==> src/hw/rtl/bof_pkg.sv <==
// Package for the box overlap filter: command and status structs and fixed constants.
// Used by bof_ctrl, bof_dp and box_overlap_filter; depends on nothing.
package bof_pkg;

    // Fewest kept intersections that are emitted as boxes instead of one "none" result.
    localparam int unsigned MIN_KEPT = 2;

    // Width of the area threshold register and of the APB bus.
    localparam int unsigned THRESH_W = 24;
    localparam int unsigned DATA_W   = 32;
    localparam int unsigned ADDR_W   = 3;

    // Width at which the area and the threshold are compared.
    localparam int unsigned AREA_CMP_W = 32;

    // Register word index of the area threshold.
    localparam logic [ADDR_W-3:0] REG_AREA_THRESHOLD = 1'b0;

    // Commands from the controller to the datapath.
    typedef struct packed {
        logic capture;  // register the intersection of an accepted request
        logic mul;      // register the intersection area
        logic commit;   // keep the intersection if it qualifies
        logic rd;       // read the kept entry at the drain index
        logic next;     // advance the drain index
        logic clear;    // end of set: clear count, overflow flag and drain index
        logic none;     // the shown result is the "none" result
    } bof_cmd_t;

    // Status from the datapath to the controller.
    typedef struct packed {
        logic count_ge_min;  // at least MIN_KEPT intersections kept
        logic rd_last;       // the drain index points at the last kept entry
    } bof_status_t;

endpackage

==> src/hw/rtl/bof_ctrl.sv <==
// Controller state machine of the box overlap filter.
// Depends on bof_pkg for the command and status structs.
module bof_ctrl
(
    input  logic                 clk,
    input  logic                 rst_n,
    input  logic                 in_valid,
    input  logic                 in_set_end,
    output logic                 in_stall,
    output logic                 out_valid,
    input  logic                 out_stall,
    output logic                 out_last,
    output bof_pkg::bof_cmd_t    cmd,
    input  bof_pkg::bof_status_t status
);

    typedef enum logic [2:0] {
        ST_IDLE,
        ST_MUL,
        ST_COMMIT,
        ST_CHECK,
        ST_FETCH,
        ST_SHOW
    } state_t;

    state_t state_reg;
    logic   set_end_reg;
    logic   out_valid_reg;
    logic   last_reg;
    logic   none_reg;
    logic   accept;
    logic   out_taken;

    assign in_stall  = (state_reg != ST_IDLE);
    assign accept    = in_valid && !in_stall;
    assign out_taken = out_valid_reg && !out_stall;
    assign out_valid = out_valid_reg;
    assign out_last  = last_reg;

    // Commands decoded from the current state.
    always_comb
    begin
        cmd         = '0;
        cmd.none    = none_reg;
        cmd.capture = accept;
        case (state_reg)
            ST_MUL:
            begin
                cmd.mul = 1'b1;
            end
            ST_COMMIT:
            begin
                cmd.commit = 1'b1;
            end
            ST_CHECK:
            begin
                cmd.rd = status.count_ge_min;
            end
            ST_FETCH:
            begin
                cmd.rd = 1'b1;
            end
            ST_SHOW:
            begin
                cmd.clear = out_taken && last_reg;
                cmd.next  = out_taken && !last_reg;
            end
            default:
            begin
                cmd.mul = 1'b0;
            end
        endcase
    end

    // State and registered outputs.
    always_ff @(posedge clk or negedge rst_n)
    begin
        if (!rst_n)
        begin
            state_reg     <= ST_IDLE;
            set_end_reg   <= 1'b0;
            out_valid_reg <= 1'b0;
            last_reg      <= 1'b0;
            none_reg      <= 1'b0;
        end
        else
        begin
            case (state_reg)
                ST_IDLE:
                begin
                    if (accept)
                    begin
                        set_end_reg <= in_set_end;
                        state_reg   <= ST_MUL;
                    end
                end
                ST_MUL:
                begin
                    state_reg <= ST_COMMIT;
                end
                ST_COMMIT:
                begin
                    state_reg <= set_end_reg ? ST_CHECK : ST_IDLE;
                end
                ST_CHECK:
                begin
                    // Emit the kept boxes, or a single "none" result.
                    out_valid_reg <= 1'b1;
                    if (status.count_ge_min)
                    begin
                        none_reg <= 1'b0;
                        last_reg <= status.rd_last;
                    end
                    else
                    begin
                        none_reg <= 1'b1;
                        last_reg <= 1'b1;
                    end
                    state_reg <= ST_SHOW;
                end
                ST_FETCH:
                begin
                    out_valid_reg <= 1'b1;
                    last_reg      <= status.rd_last;
                    state_reg     <= ST_SHOW;
                end
                ST_SHOW:
                begin
                    if (out_taken)
                    begin
                        out_valid_reg <= 1'b0;
                        state_reg     <= last_reg ? ST_IDLE : ST_FETCH;
                    end
                end
                default:
                begin
                    state_reg <= ST_IDLE;
                end
            endcase
        end
    end

endmodule

==> src/hw/rtl/bof_dp.sv <==
// Datapath of the box overlap filter: intersection, area, kept-box buffer and drain read.
// Depends on bof_pkg for the command and status structs and constants.
module bof_dp
#(
    parameter int unsigned BUFFER_DEPTH = 32,
    parameter int unsigned COORD_BITS   = 12
)
(
    input  logic                          clk,
    input  logic                          rst_n,
    input  logic [COORD_BITS-1:0]         ref_x1,
    input  logic [COORD_BITS-1:0]         ref_y1,
    input  logic [COORD_BITS-1:0]         ref_x2,
    input  logic [COORD_BITS-1:0]         ref_y2,
    input  logic [COORD_BITS-1:0]         cand_x1,
    input  logic [COORD_BITS-1:0]         cand_y1,
    input  logic [COORD_BITS-1:0]         cand_x2,
    input  logic [COORD_BITS-1:0]         cand_y2,
    input  logic [bof_pkg::THRESH_W-1:0]  area_threshold,
    input  bof_pkg::bof_cmd_t             cmd,
    output bof_pkg::bof_status_t          status,
    output logic [COORD_BITS-1:0]         out_x1,
    output logic [COORD_BITS-1:0]         out_y1,
    output logic [COORD_BITS-1:0]         out_x2,
    output logic [COORD_BITS-1:0]         out_y2,
    output logic                          dropped
);

    localparam int unsigned IDX_W  = $clog2(BUFFER_DEPTH);
    localparam int unsigned CNT_W  = $clog2(BUFFER_DEPTH + 1);
    localparam int unsigned AREA_W = 2 * COORD_BITS;
    localparam int unsigned BOX_W  = 4 * COORD_BITS;

    logic [BOX_W-1:0]      kept_mem [BUFFER_DEPTH];
    logic [BOX_W-1:0]      rd_data_reg;
    logic [BOX_W-1:0]      isect_reg;
    logic                  nonempty_reg;
    logic [COORD_BITS-1:0] dx_reg;
    logic [COORD_BITS-1:0] dy_reg;
    logic [AREA_W-1:0]     area_reg;
    logic [CNT_W-1:0]      count_reg;
    logic                  overflow_reg;
    logic [IDX_W-1:0]      rd_idx_reg;

    logic [COORD_BITS-1:0] ix1;
    logic [COORD_BITS-1:0] iy1;
    logic [COORD_BITS-1:0] ix2;
    logic [COORD_BITS-1:0] iy2;
    logic                  qualifies;
    logic                  has_room;

    // Intersection of the reference and candidate boxes.
    assign ix1 = (ref_x1 > cand_x1) ? ref_x1 : cand_x1;
    assign iy1 = (ref_y1 > cand_y1) ? ref_y1 : cand_y1;
    assign ix2 = (ref_x2 < cand_x2) ? ref_x2 : cand_x2;
    assign iy2 = (ref_y2 < cand_y2) ? ref_y2 : cand_y2;

    // Capture the intersection and its side lengths, then its area.
    always_ff @(posedge clk)
    begin
        if (cmd.capture)
        begin
            isect_reg    <= {ix1, iy1, ix2, iy2};
            nonempty_reg <= (ix2 > ix1) && (iy2 > iy1);
            dx_reg       <= ix2 - ix1;
            dy_reg       <= iy2 - iy1;
        end
        if (cmd.mul)
        begin
            area_reg <= AREA_W'(dx_reg) * AREA_W'(dy_reg);
        end
    end

    assign qualifies = nonempty_reg &&
                       (bof_pkg::AREA_CMP_W'(area_reg) >
                        bof_pkg::AREA_CMP_W'(area_threshold));
    assign has_room  = (count_reg < CNT_W'(BUFFER_DEPTH));

    // Kept-box buffer: appended on commit, read one entry at a time while draining.
    always_ff @(posedge clk)
    begin
        if (cmd.commit && qualifies && has_room)
        begin
            kept_mem[count_reg[IDX_W-1:0]] <= isect_reg;
        end
        if (cmd.rd)
        begin
            rd_data_reg <= kept_mem[rd_idx_reg];
        end
    end

    // Fill count, overflow flag and drain index.
    always_ff @(posedge clk or negedge rst_n)
    begin
        if (!rst_n)
        begin
            count_reg    <= '0;
            overflow_reg <= 1'b0;
            rd_idx_reg   <= '0;
        end
        else if (cmd.clear)
        begin
            count_reg    <= '0;
            overflow_reg <= 1'b0;
            rd_idx_reg   <= '0;
        end
        else
        begin
            if (cmd.commit && qualifies)
            begin
                if (has_room)
                begin
                    count_reg <= count_reg + CNT_W'(1);
                end
                else
                begin
                    overflow_reg <= 1'b1;
                end
            end
            if (cmd.next)
            begin
                rd_idx_reg <= rd_idx_reg + IDX_W'(1);
            end
        end
    end

    assign status.count_ge_min = (count_reg >= CNT_W'(bof_pkg::MIN_KEPT));
    assign status.rd_last      = ((CNT_W'(rd_idx_reg) + CNT_W'(1)) == count_reg);

    // Result fields; the "none" result carries zero coordinates.
    assign out_x1  = cmd.none ? '0 : rd_data_reg[4*COORD_BITS-1:3*COORD_BITS];
    assign out_y1  = cmd.none ? '0 : rd_data_reg[3*COORD_BITS-1:2*COORD_BITS];
    assign out_x2  = cmd.none ? '0 : rd_data_reg[2*COORD_BITS-1:COORD_BITS];
    assign out_y2  = cmd.none ? '0 : rd_data_reg[COORD_BITS-1:0];
    assign dropped = overflow_reg;

endmodule

==> src/hw/rtl/box_overlap_filter.sv <==
// Top level of the box overlap filter: APB register, controller and datapath.
// Depends on bof_pkg, bof_ctrl and bof_dp.

// Each request carries one candidate box and the reference box; the block keeps the
// intersection when it is non-empty, its area exceeds area_threshold and the buffer has
// room; a qualifying intersection that finds the buffer full sets dropped. A candidate
// passes through accept, area multiply and buffer update, using the single multiplier
// and the single write port of the kept-box buffer; no new request is accepted until
// its buffer update is done. On the request marked set_end a decision step follows that
// also reads the first kept entry, then the first result is shown; every further result
// is read from the buffer and then shown, and the output may be stalled. No requests
// are accepted while a set is being emitted. The buffer needs no clearing after reset.
module box_overlap_filter
#(
    parameter int unsigned BUFFER_DEPTH = 32,
    parameter int unsigned COORD_BITS   = 12
)
(
    input  logic                         clk,
    input  logic                         rst_n,
    // APB configuration port
    input  logic                         psel,
    input  logic                         penable,
    input  logic                         pwrite,
    input  logic [bof_pkg::ADDR_W-1:0]   paddr,
    input  logic [bof_pkg::DATA_W-1:0]   pwdata,
    output logic [bof_pkg::DATA_W-1:0]   prdata,
    output logic                         pready,
    // Candidate requests
    input  logic                         in_valid,
    output logic                         in_stall,
    input  logic [COORD_BITS-1:0]        ref_x1,
    input  logic [COORD_BITS-1:0]        ref_y1,
    input  logic [COORD_BITS-1:0]        ref_x2,
    input  logic [COORD_BITS-1:0]        ref_y2,
    input  logic [COORD_BITS-1:0]        cand_x1,
    input  logic [COORD_BITS-1:0]        cand_y1,
    input  logic [COORD_BITS-1:0]        cand_x2,
    input  logic [COORD_BITS-1:0]        cand_y2,
    input  logic                         set_end,
    // Results
    output logic                         out_valid,
    input  logic                         out_stall,
    output logic [COORD_BITS-1:0]        out_x1,
    output logic [COORD_BITS-1:0]        out_y1,
    output logic [COORD_BITS-1:0]        out_x2,
    output logic [COORD_BITS-1:0]        out_y2,
    output logic                         run_last,
    output logic                         none_found,
    output logic                         dropped
);

    logic [bof_pkg::THRESH_W-1:0] area_threshold_reg;
    logic                         reg_sel;
    bof_pkg::bof_cmd_t            cmd;
    bof_pkg::bof_status_t         status;

    // Register file: one threshold register at word 0.
    assign pready  = 1'b1;
    assign reg_sel = (paddr[bof_pkg::ADDR_W-1:2] == bof_pkg::REG_AREA_THRESHOLD);
    assign prdata  = reg_sel ? bof_pkg::DATA_W'(area_threshold_reg) : '0;

    always_ff @(posedge clk or negedge rst_n)
    begin
        if (!rst_n)
        begin
            area_threshold_reg <= '0;
        end
        else if (psel && penable && pwrite && pready && reg_sel)
        begin
            area_threshold_reg <= pwdata[bof_pkg::THRESH_W-1:0];
        end
    end

    // Sequencing of candidates and of the result drain.
    bof_ctrl u_ctrl
    (
        .clk        (clk),
        .rst_n      (rst_n),
        .in_valid   (in_valid),
        .in_set_end (set_end),
        .in_stall   (in_stall),
        .out_valid  (out_valid),
        .out_stall  (out_stall),
        .out_last   (run_last),
        .cmd        (cmd),
        .status     (status)
    );

    // Intersection, area test and kept-box buffer.
    bof_dp
    #(
        .BUFFER_DEPTH (BUFFER_DEPTH),
        .COORD_BITS   (COORD_BITS)
    )
    u_dp
    (
        .clk            (clk),
        .rst_n          (rst_n),
        .ref_x1         (ref_x1),
        .ref_y1         (ref_y1),
        .ref_x2         (ref_x2),
        .ref_y2         (ref_y2),
        .cand_x1        (cand_x1),
        .cand_y1        (cand_y1),
        .cand_x2        (cand_x2),
        .cand_y2        (cand_y2),
        .area_threshold (area_threshold_reg),
        .cmd            (cmd),
        .status         (status),
        .out_x1         (out_x1),
        .out_y1         (out_y1),
        .out_x2         (out_x2),
        .out_y2         (out_y2),
        .dropped        (dropped)
    );

    assign none_found = cmd.none;

endmodule
==> config.mk <==
export PLATFORM = sky130hd
export DESIGN_NAME = box_overlap_filter
export DESIGN_NICKNAME = d
export VERILOG_FILES = /design/src/hw/rtl/bof_pkg.sv /design/src/hw/rtl/bof_ctrl.sv /design/src/hw/rtl/bof_dp.sv /design/src/hw/rtl/box_overlap_filter.sv
export SDC_FILE = /design/constraint.sdc
export NUM_CORES = 2
export LEC_CHECK = 0
export BUFFER_PORTS_ARGS = -buffer_cell sky130_fd_sc_hd__buf_4
export CORE_MARGIN = 2
export CORE_UTILIZATION = 40
export CTS_BUF_LIST = sky130_fd_sc_hd__clkbuf_8
export DETAILED_ROUTE_END_ITERATION = 8
export PLACE_DENSITY = 0.59
export SLEW_MARGIN = 10
export SYNTH_ARGS = -nofsm -noshare
export SYNTH_HDL_FRONTEND = slang
export SYNTH_HIERARCHICAL = 1
export SYNTH_SLANG_ARGS = --single-unit
==> constraint.sdc <==
create_clock -name clk -period 13.6 [get_ports clk]
set_input_delay 2.72 -clock clk [delete_from_list [all_inputs] [get_ports clk]]
set_output_delay 2.72 -clock clk [all_outputs]
set_load 0.01 [all_outputs]
# Word level (Yosys, flattened, before mapping)
# Memory sizes are Yosys's and may differ from the RTL's. A register that Yosys moved wholly into a read port is not among the register bits.
# Index checks and enable logic that the tools add are counted.
# Widths: inputs -> output; s select.
dict set report totals {
  ff_bits 140
  latch_bits 0
  ram_bits 1536
  romBits 0
  inputBits 139
  out_inout_bits 86
  word_cells 100
  n_memories 1
}
dict set report op_classes {
  add_sub_neg 5
  mul 1
  n_div 0
  n_lt_le_gt_ge 9
  eq_ne 9
  shift 0
  mux 33
  n_bitwise 1
  reduce_logical 27
}
# name words word_bits rd rd_ports_with_merged_regs write_ports line
set mem_list {}
lappend mem_list {u_dp.kept_mem 32 48 1 1 1 bof_dp.sv:34} ;# logic [BOX_W-1:0] kept_mem [BUFFER_DEPTH];
# cell n
set ops {}
lappend ops {{$mux 12} 8}
lappend ops {{$gt 12x12->1} 4}
lappend ops {{$gt 24x24->1} 1}
lappend ops {{$lt 12x12->1} 2}
lappend ops {{$mul 12x12->24} 1}
lappend ops {{$mux 24} 1}
lappend ops {{$sub 12x12->12} 2}
lappend ops {{$mux 6} 3}
lappend ops {{$pmux 3 s5} 1}
lappend ops {{$logic_and 1x1->1} 11}
lappend ops {{$mux 1} 10}
lappend ops {{$mux 5} 2}
lappend ops {{$reduce_and 2->1} 5}
lappend ops {{$reduce_bool 2->1} 5}
lappend ops {{$mux 3} 3}
lappend ops {{$add 5x1->6 const B} 1}
lappend ops {{$add 6x1->6 const B} 1}
lappend ops {{$eq 3x2->1 const B} 2}
lappend ops {{$eq 3x3->1 const B} 2}
lappend ops {{$eq 6x6->1} 1}
lappend ops {{$ge 6x2->1 const B} 1}
lappend ops {{$lt 6x6->1 const B} 1}
lappend ops {{$pmux 1 s2} 3}
lappend ops {{$add 5x1->5 const B} 1}
lappend ops {{other kinds (9)} 13}

# Logic depth before layout (Yosys ltp)
dict set report depth {
  word_depth 6
  mapped_depth 21
  depth_no_buf 20
}

# Hierarchy
# The synthesis kept the hierarchy.
# mod n_inst cells_each area_each_um2 seq_area_each_um2
set modules_own_cells {}
lappend modules_own_cells {bof_dp 1 3513 71831.4 50778.7}
lappend modules_own_cells {box_overlap_filter 1 88 1227.4 600.6}
lappend modules_own_cells {bof_ctrl 1 47 434.2 175.2}

# Least setup slack after synthesis
# No wires, ideal clock.
dict set report synth_timing {
  path_type {input -> register}
  start {input cand_y2[1]}
  end {register u_dp.nonempty_reg (data pin)}
  setup_time_ns 0.261
  t_arrival_ns 6.443
  required_time_ns 13.339
  slack_ns 6.896
  path_stages 18
  n_path_buf 1
  path_cell_list {inv_1 ha_1 a21o_1 a21o_1 a211oi_2 o21bai_1 a221o_1 a31oi_4 buf_8 mux2_4 ha_1 a21o_1 a21o_1 a221o_1 a21o_1 a21oi_1 nor2b_1 o311a_1}
}
dict set report synth_between {
  elab_chain_cells 4
}
# element line
set synth_rtl {}
lappend synth_rtl {{start: declaration} box_overlap_filter.sv:39} ;# input logic [COORD_BITS-1:0] cand_y2,
lappend synth_rtl {{$lt 12x12->1} bof_dp.sv:56} ;# assign iy2 = (ref_y2 < cand_y2) ? ref_y2 : cand_y2;
lappend synth_rtl {{$mux 12} bof_dp.sv:56}
lappend synth_rtl {{via u_dp.iy2[5]} bof_dp.sv:48} ;# logic [COORD_BITS-1:0] iy2;
lappend synth_rtl {{$gt 12x12->1} bof_dp.sv:64} ;# nonempty_reg <= (ix2 > ix1) && (iy2 > iy1);
lappend synth_rtl {{$logic_and 1x1->1} bof_dp.sv:64}
lappend synth_rtl {{end signal: assignment} bof_dp.sv:64}
lappend synth_rtl {{end: declaration} bof_dp.sv:37} ;# logic nonempty_reg;
# The timed path passes the listed nets, and every way through them passes these cells.
# A chain may end at the register's enable or synchronous reset.

# Worst setup path after layout
dict set report layout_timing {
  start {input cand_x1[5]}
  end {register u_dp.dx_reg[11] (data pin)}
}
dict set report layout_between {
  elab_chain_cells 3
}
# element line
set layout_rtl {}
lappend layout_rtl {{start: declaration} box_overlap_filter.sv:36} ;# input logic [COORD_BITS-1:0] cand_x1,
lappend layout_rtl {{$gt 12x12->1} bof_dp.sv:53} ;# assign ix1 = (ref_x1 > cand_x1) ? ref_x1 : cand_x1;
lappend layout_rtl {{$mux 12 *} bof_dp.sv:53}
lappend layout_rtl {{$sub 12x12->12 *} bof_dp.sv:65} ;# dx_reg <= ix2 - ix1;
lappend layout_rtl {{end signal: assignment} bof_dp.sv:65}
lappend layout_rtl {{end: declaration} bof_dp.sv:38} ;# logic [COORD_BITS-1:0] dx_reg;
# Mark *: on every way between the ends. The rest lies on a longest branch, timed or not.

==> results.yml <==
worst_setup_path:
  rrSetupSlack_ns: 7.77
  critPathCaptureType: "flop"
  rr_startpoint: "u_dp/dx_reg[5]$_DFFE_PP_"
  startpoint_type: "input pin"
  critPathMaxFanout: 13
  worst_r2r_endpoint: "u_dp/area_reg[23]$_DFFE_PP_"
  arrival_ns: 7.08
  worstPathRequired_ns: 14.30
  r2r_cells: 17
  crit_type: "in2reg"
worst_hold_path:
  holdPathStages: 1
  min_from: "u_ctrl/set_end_reg$_DFFE_PN0P_"
  holdPathEnd: "u_ctrl/state_reg[1]$_DFFE_PN0P_"
  hp-class: "reg2reg"
cts:
  cts_root_buffer: "clkbuf_8"
  numCtsBuffers: 295
  clock_sinks: 1724
  cts_max_level: 5
  clkTransAtPathRegs_ns: 0.06
  cts_resized: 0
  cts_setup_buffers: 0
  clock_path_buffers: 4
  cts_tree: "built"
  hold_buffers: 0
  clock_latency_ns: 1.00
sta:
  timing.final.crit_share: 0.4689
  rsz0062_at_grt: "no"
  drv_slew: 0
  clock-skew-final_ns: 0.05966
  fmaxAchievable_mhz: 156.8
  worst_slack_ns: 7.224
  setup_violations: 0
  tns_ns: 0
  tightest_slew_ns: 1.218
  layout_min_cycle_time_ns: 6.376
  final-hold-violation-count: 0
  max_slew_margin: 0.1880
finish:
  layout.cells.non_filler: 6700
  fin_nets: 4450
  largest_reg_flops: 1536
  area_delta_synth_final_pct: 13.15
  drive_gt1_frac: 0.2991
  design_area_sq_um: 83160
power:
  p_leak_nw: 28.19
  p_per_area_nw_per_um2: 211.4
  vdd_drop_max_mv: 0.4654
logic_synthesis:
  synth_edf_count: 1681
  yosys-top-cells-area: "edfxtp_1, mux4_2, fa_1, ha_1, mux2_2"
  synthCells: 3648
  syn-cell-area_sq_um: 73490
  synth_top_area_cell: "edfxtp_1"
  netlist_top_cells_count: "edfxtp_1, mux4_2, inv_1, ha_1, nand2_1"
  ys.flop_type: "edfxtp_1"
  synth_seq_cells: 1724
  synth_cell_type_count: 70
  async_flop_share: 0.02494
  synth_top_area_share: 0.6868
  synth_most_common_cell: "edfxtp_1"
  yosysWarnings: 6
  yosysSeqAreaShare: 0.7015
  syn_avg_cell_area_sq_um: 20.15
placement:
  post-dp-hpwl_mm: 101.4
  dp_cells: 6215
  gp_congestion: 0.7999
  placed_area_sq_um: 78150
  pre_cts_ws_ns: 6.223
  port_buffers: 205
die:
  initial_core_util: 0.4019
  io_pins: 225
  rows: 157
  core-area_sq_um: 182900
  dieArea_sq_um: 187200
  die_x_um: 432.6
  die_y_um: 432.6
route:
  num_vias: 35790
  drt-total-wl_mm: 179.5
  drc: 0
  drt-initial-drc-count: 2998
  drtPass1Iterations: 6
  vias_per_cell: 5.342
  wl_per_cell_um: 26.80
  antenna_left: 0
grt:
  antenna_found_initial: 14
  grt_pass1_wl_mm: 260.8
  grt_pass1_vias: 37710
  grt_max_degree: 141
  gr-total-overflow: 0
  grt_usage: 0.1942
run:
  maxCapViolCount: 0
status:
  status: "completed"
==> metal layers <==
metal  up-vias  part of all wire  track usage
li1      15320                 -            -
met1     19180              0.41       0.2517
met2      1036              0.52       0.3364
met3       251             0.050      0.03535
met4         0             0.021      0.05124
met5         -                 0            0
==> per-stage QoR <==
step / hold WS (ns) / util / total power, mW
after CTS: 0.5079 / 0.4547 / 17.89
after detailed placement: 0.4950 / 0.4273 / 13.75
after global routing: 0.5218 / 0.4547 / 18.78
after global placement: 0.4841 / 0.4273 / 13.72
after floorplan: 0.4658 / - / 11.83
final: 0.5053 / 0.4547 / 17.58
==> worst max path at each step <==
stage | startpoint | endpoint | slack [ns] | depth (start not counted)
2_1_floorplan | cand_y2[1] | u_dp/nonempty_reg$_DFFE_PP_ | 6.90 | 18
3_3_place_gp | cand_x1[5] | u_dp/nonempty_reg$_DFFE_PP_ | 6.18 | 21
3_5_place_dp | cand_x1[5] | u_dp/nonempty_reg$_DFFE_PP_ | 6.22 | 21
4_1_cts | cand_x1[5] | u_dp/nonempty_reg$_DFFE_PP_ | 7.27 | 21
5_1_grt | cand_x1[5] | u_dp/nonempty_reg$_DFFE_PP_ | 6.92 | 21
6_report | cand_x1[5] | u_dp/dx_reg[11]$_DFFE_PP_ | 7.22 | 21
==> kinds of logic after synthesis <==
family                   count (synthesis)  share of synthesized area
AO/OA/AOI/OAI                          156                    0.01403
XOR/XNOR                                45                   0.005363
adder cells (fa/ha/maj)                263                    0.05519
buffers and inverters                  403                    0.02246
flip-flops                            1724                     0.7015
multiplexers                           633                     0.1715
other                                    2                  0.0001022
AND/OR/NAND/NOR                        422                    0.02988
==> placed cells by master, fill, tap and decap left out, drive strengths merged, types with 7 or more instances in the layout <==
cell / instances
nand2: 117
and2: 51
nand3: 10
dfrtp: 43
nor2: 74
nand3b: 9
nand2b: 15
ha: 161
mux2i: 28
nor2b: 85
nand4: 17
a21o: 35
clkinv: 81
conb: 9
buf: 269
nor3: 15
fa: 102
xor2: 12
o21ai: 29
inv: 318
xnor2: 33
mux4: 480
o21a: 7
edfxtp: 1681
mux2: 125
a21oi: 45
clkbuf: 304
==> worst max-delay path, cell delays in order <==
cell,delay (ns)
buf_4,0.10
inv_1,0.04
ha_1,0.29
a21o_1,0.12
a21o_1,0.10
a21o_1,0.10
a21oi_1,0.06
nor2b_1,0.10
o21ai_0,0.10
a21oi_2,0.54
buf_4,0.35
mux2i_1,0.61
ha_1,0.41
a21oi_1,0.16
nor2b_1,0.07
o31a_1,0.29
o21a_1,0.19
o21a_1,0.16
o21ai_0,0.24
a21oi_1,0.12
xor2_1,0.18
==> report_power, final <==
part           total, mW  internal (mW)  leakage [nW]  switching, mW
clock               4.09           2.11          2.88           1.98
combinational       6.53           3.14          9.65           3.39
sequential          6.96           6.51          15.7          0.453
==> layout make-up <==
class                      instances  area, sq um
fill                           15570        99720
sequential                      1724        51580
multi-input combinational       1528        20580
clock buffer                     304         4184
tap                             2464         3083
timing repair buffer             269         2044
inverter                         230        863.3
clock inverter                   178        815.8
antenna                            3        7.507
(Power assumes the default switching activity.)
